[config.mk]
export PLATFORM = sky130hd
export DESIGN_NAME = lhwt_cfg
export DESIGN_NICKNAME = d
export VERILOG_FILES = /design/src/hdl/lhwt_pkg.sv /design/src/hdl/lhwt_cfg.sv
export SDC_FILE = /design/constraint.sdc
export NUM_CORES = 1
export LEC_CHECK = 0
export BUFFER_PORTS_ARGS = -buffer_cell sky130_fd_sc_hd__buf_2
export CORE_ASPECT_RATIO = 1.1
export CORE_MARGIN = 4
export CORE_UTILIZATION = 25
export CTS_CLUSTER_DIAMETER = 40
export DETAILED_ROUTE_END_ITERATION = 12
export GPL_TIMING_DRIVEN = 0
export PLACE_DENSITY = 0.5
export SYNTH_ARGS = -nofsm -noshare
export SYNTH_HDL_FRONTEND = slang
export SYNTH_SLANG_ARGS = --single-unit
[constraint.sdc]
create_clock -name clk -period 1.29 [get_ports clk]
set_clock_uncertainty 0.15 [all_clocks]
set_input_delay 0.1935 -clock clk [delete_from_list [all_inputs] [get_ports clk]]
set_output_delay 0.1935 -clock clk [all_outputs]
set_load 0.02 [all_outputs]
[src/hdl/lhwt_pkg.sv]
// ----------------------------------------------------------------------------
// lhwt_pkg
// Shared types and constants for the link heartbeat watchdog table.
// ----------------------------------------------------------------------------
package lhwt_pkg;

    localparam int LHWT_ENTRIES = 256;

    localparam logic [2:0] OP_TICK      = 3'd0;
    localparam logic [2:0] OP_HEARTBEAT = 3'd1;
    localparam logic [2:0] OP_SET_CONN  = 3'd2;
    localparam logic [2:0] OP_QUERY     = 3'd3;
    localparam logic [2:0] OP_LOAD_VLD  = 3'd4;

    localparam logic [1:0] REG_COUNTDOWN_RELOAD = 2'd0;
    localparam logic [1:0] REG_MISS_LIMIT       = 2'd1;
    localparam logic [1:0] REG_BEACON_PERIOD    = 2'd2;

    localparam logic [7:0] RST_COUNTDOWN_RELOAD = 8'h14;
    localparam logic [7:0] RST_MISS_LIMIT       = 8'h14;
    localparam logic [3:0] RST_BEACON_PERIOD    = 4'd5;

    localparam logic [7:0] MISS_MAX = 8'hff;
    localparam logic [8:0] DROP_MAX = 9'h1ff;

    typedef struct packed {
        logic [2:0] opcode;
        logic [7:0] entry_index;
        logic       flag_value;
    } cmd_t;

    typedef struct packed {
        logic       send_beacon;
        logic [8:0] dropped_count;
        logic       is_connected;
        logic       index_error;
    } result_t;

    typedef struct packed {
        logic [7:0] countdown_reload;
        logic [7:0] miss_limit;
        logic [3:0] beacon_period;
    } cfg_t;

    typedef struct packed {
        logic       valid;
        logic       connected;
        logic [7:0] countdown;
        logic [7:0] misses;
    } entry_t;

endpackage

[src/hdl/lhwt_cfg.sv]
// ----------------------------------------------------------------------------
// lhwt_cfg
// Configuration registers: countdown reload, miss limit, beacon period.
// ----------------------------------------------------------------------------
module lhwt_cfg (
    input  logic           clk,
    input  logic           rst_n,
    input  logic           cfg_valid,
    output logic           cfg_ready,
    input  logic [1:0]     cfg_index,
    input  logic [7:0]     cfg_data,
    output lhwt_pkg::cfg_t cfg
);

    lhwt_pkg::cfg_t cfg_reg;
    lhwt_pkg::cfg_t cfg_next;

    assign cfg_ready = 1'b1;

    always_comb
    begin
        cfg_next = cfg_reg;
        if (cfg_valid)
        begin
            unique case (cfg_index)
                lhwt_pkg::REG_COUNTDOWN_RELOAD: cfg_next.countdown_reload = cfg_data;
                lhwt_pkg::REG_MISS_LIMIT:       cfg_next.miss_limit       = cfg_data;
                lhwt_pkg::REG_BEACON_PERIOD:    cfg_next.beacon_period    = cfg_data[3:0];
                default:                        cfg_next = cfg_reg;
            endcase
        end
    end

    always_ff @(posedge clk or negedge rst_n)
    begin
        if (!rst_n)
        begin
            cfg_reg.countdown_reload <= lhwt_pkg::RST_COUNTDOWN_RELOAD;
            cfg_reg.miss_limit       <= lhwt_pkg::RST_MISS_LIMIT;
            cfg_reg.beacon_period    <= lhwt_pkg::RST_BEACON_PERIOD;
        end
        else
        begin
            cfg_reg <= cfg_next;
        end
    end

    assign cfg = cfg_reg;

endmodule

# ---- Word-level counts from Yosys, hierarchy flattened
# Cells that the tools add are included.
dict set report op_classes {
  eq_ne 2
  n_reduce_logical 4
}
# operator count
set ops {}
lappend ops {{$reduce_and 2->1} 3}
lappend ops {{$eq 2x1->1 const B} 1}
lappend ops {{$eq 2x2->1 const B} 1}
lappend ops {{$logic_not 2->1} 1}
dict set report word_totals {
  reg_bits 20
  inputBits 13
  output_inout_bits 21
  wordCells 9
}

# ---- Longest topological paths before layout
dict set report depth {
  ltp_word 2
  depth_mapped 2
  ltp_nobuf 2
}

# ---- Worst setup path before layout
# Ideal clock, no wire load.
dict set report synth_timing {
  path_type {input port to flip-flop}
  from {input port cfg_index[0]}
  to {register cfg_reg, in the netlist cfg[12]}
  setup_ps 125
  arrival_ps 891
  required_ps 1015
  path_slack_ps 124
  cell_stages 2
  path_buffers 0
  path_cell_list {nor3b_4 mux2_2}
}
dict set report synth_via {
  elab_chain_cells 2
}
# item line
set synth_lines {}
lappend synth_lines {{start: declaration} lhwt_cfg.sv:10} ;# input logic [1:0] cfg_index,
lappend synth_lines {{$logic_not 2->1} lhwt_cfg.sv:25} ;# unique case (cfg_index)
lappend synth_lines {{$reduce_and 2->1 (no source line)} --}
lappend synth_lines {{end signal: assignment} lhwt_cfg.sv:44} ;# cfg_reg <= cfg_next;
lappend synth_lines {{end: declaration} lhwt_cfg.sv:15} ;# lhwt_pkg::cfg_t cfg_reg;
# No other way between the ends.
# A chain may end at the register's enable or synchronous reset.

# ---- Worst setup path after layout
dict set report layout_timing {
  from {register cfg_reg, in the netlist cfg[8]}
  to {output port cfg[8] (netlist bit)}
}
# item line
set layout_rtl {}
lappend layout_rtl {{end: declaration} lhwt_cfg.sv:12} ;# output lhwt_pkg::cfg_t cfg
# No word-level cell between the ends.

==> metrics.yaml <==
outcome:
  status: "finished with violations"
  violations: "setup timing"
drt:
  drc_errors: 0
  post_drt_wl_per_cell_um: 13.6
  via_per_inst: 4.34
  met1_length_um: 731
  routed_wirelength_mm: 1.66
  postRouteAntennaNets: 0
  wl_met3_um: 137
  firstDrtPassIters: 2
  highest_layer: "met4"
  route.vias.total: 530
  drt-initial-drc-count: 14
  wl_met2_um: 766
synth:
  synth_edf_count: 0
  syn_area_um2: 782
  yosys-top-cells-count: "mux2_2 (20), dfrtp_1 (14), dfstp_2 (6)"
  synth_ff_type: "dfrtp_1"
  netlist_top_cells_area: "dfrtp_1 (45%), mux2_2 (29%), dfstp_2 (20%), nor3b_4 (2.4%), nand3b_2 (1.4%)"
  synth_warnings: 0
  avgSynthCellArea_um2: 17.4
  yosysSeqAreaShare_pct: 65.0
  synthDistinctLibCells: 8
  ys_seq_elements: 20
  synth_top_cell_area_share_pct: 44.8
  synth_top_area_cell: "dfrtp_1"
  syn_inst: 45
  synth.most_common_cell: "mux2_2"
  async_flop_share_pct: 100
  syn_nets: 58
critical_path:
  r2r_end: "cfg[4]"
  slowest_delay_ns: 0.56
  timing.rr.start: "cfg[4]"
  end_kind: "output port"
  worstPathCellList: "buf_6"
  slowest_stage: "dfstp_2"
  crit_path_max_fanout: 2
  regToRegSetupSlack_ns: 0.38
  cp_data_required_time_ns: 0.95
  start_kind: "register"
  worstPathArrival_ns: 0.97
  cp_num_buf_inv: 1
  r2r_cells: 1
  critPathKind: "register to output port"
  critical_path.top_delay_family: "flip-flops"
pwr:
  p_clk_share_pct: 21.2
  pwr-share-comb_pct: 30.0
  p_sw_share_pct: 30.3
  seqPwrFrac_pct: 48.8
  irDropWorstVdd_uv: 651
  p_sw_uw: 518
  p_int_uw: 1190
  power_density_mw_per_mm2: 1510
  p_leak_uw: 0.000522
cells_and_area:
  largest_reg_flops: 20
  drive_above_1_share_pct: 73.9
  area_delta_synth_final_pct: 44.3
  antennaDiodeCount: 0
  fillCellCount: 301
  finish.net_count: 102
  multi_input_area_um2: 267
  regArea_um2: 508
  fin_util_pct: 37.3
global_route:
  antenna_found_initial: 0
  grt.total_usage_pct: 9.21
  grt_max_degree: 21
  grt_overflow: 0
  grt_pass1_vias: 589
  grt_pass1_wl_mm: 2.66
worst_hold_path:
  hold_class: "input pin to register"
  holdPathStages: 2
  hold_path_end: "cfg[12]"
  hold_start: "cfg_data[0]"
sta:
  fin_crit_ns: 1.31
  final_max_slew_viol_count: 0
  setup_viol: 6
  tns_ns: -0.117
  worst_slew_margin_rel_pct: 64.7
  tightest_slew_ns: 0.529
  rsz0062_at_grt: "yes"
  period_share_pct: 102
  hold_viol_final: 0
  fmax_ghz: 0.762
  layout_setup_ws_ns: -0.0230
clock_tree:
  clock-sinks: 20
  root_buffer: "clkbuf_4"
  clock_latency_ns: 0.29
  cts_htree_levels: 1
  clk_pin_slew_worst_paths_ns: 0.12
  cts-buffers-inserted: 3
  cts_setup_buffers: 0
  tritoncts: "built"
  clock_path_buffers: 2
floorplanning:
  die_w_um: 61.3
  die_area_mm2: 0.00409
  fp-row-count: 21
  dieHeight_um: 66.7
  coreArea_mm2: 0.00302
  io_pins: 34
  start_util_pct: 25.9
job:
  maxCapViolCount: 0
placement:
  gp_congestion: 0.598
  port_buffers: 32
  place_ws_ns: -0.194
## cell type report
cell class                 instances  share of cell area, %
clock buffer                       4                   3.22
multi-input combinational         24                   23.6
timing repair buffer              39                   23.7
tap                               34                   3.77
sequential                        20                   45.0
buffer                             1                  0.665
## layer usage
metal	GRT usage (%)	vias up
li1	-	245
met1	11.2	262
met2	14.4	21
met3	1.94	2
met4	5.69	0
met5	0	-
## cells in the final DEF (no fill, tap or decap)
cell           count
buf_2             26
mux2_2            20
dfrtp_1           14
dlygate4sd3_1      7
dfstp_2            6
buf_6              6
clkbuf_4           3
nor3b_4            1
nand3b_2           1
nand3b_1           1
buf_4              1
conb_1             1
clkbuf_8           1
## how the worst max path moves through the flow
stage / cells after the start / to / from / slack, ns
floorplan: 2 / cfg[12] / cfg_index[0] / 0.12
global placement: 3 / cfg[17] / cfg_index[0] / -0.19
detailed placement: 3 / cfg[15] / cfg_index[0] / -0.19
CTS: 1 / cfg[14] / cfg[14] / -0.04
global route: 1 / cfg[14] / cfg[14] / -0.07
finish: 1 / cfg[8] / cfg[8] / -0.02
## power by group through the flow
stage	combinational, uW	sequential, uW	clock, uW
after CTS	522	837	383
after detailed placement	464	840	0
after floorplan	127	992	0
final	513	835	362
after global routing	554	852	411
after global placement	458	833	0
## logic make-up (layout without fill, tap and decap cells)
group                  count (synthesis)  in the layout  synth area share (%)
buffers and inverters                  1             44                 0.960
flip-flops                            20             20                  65.0
multiplexers                          20             20                  28.8
other                                  1              1                 0.480
AND/OR/NAND/NOR                        3              3                  4.80
## through the flow
step                      std cells  instance area, um^2  hold slack (ns)  total power (uW)
final                           122                 1130           0.0154              1710
after global routing            122                 1130          0.00706              1820
after CTS                       122                 1130        0.0000959              1740
after detailed placement        111                  985           0.0231              1300
after global placement          111                  985           0.0125              1290
after floorplan                  45                  782           -0.252              1120
## repair_timing
| item | 4_1_cts | 5_1_grt |
|---|---|---|
| gates resized for setup | 12 | 0 |
| endpoints found under the setup margin | 6 | 6 |
| pin swaps | 0 | 0 |
| endpoints found under the hold margin | 27 | 0 |
| hold buffers | 7 | 0 |
No activity file was read; power rests on OpenSTA's default activity.
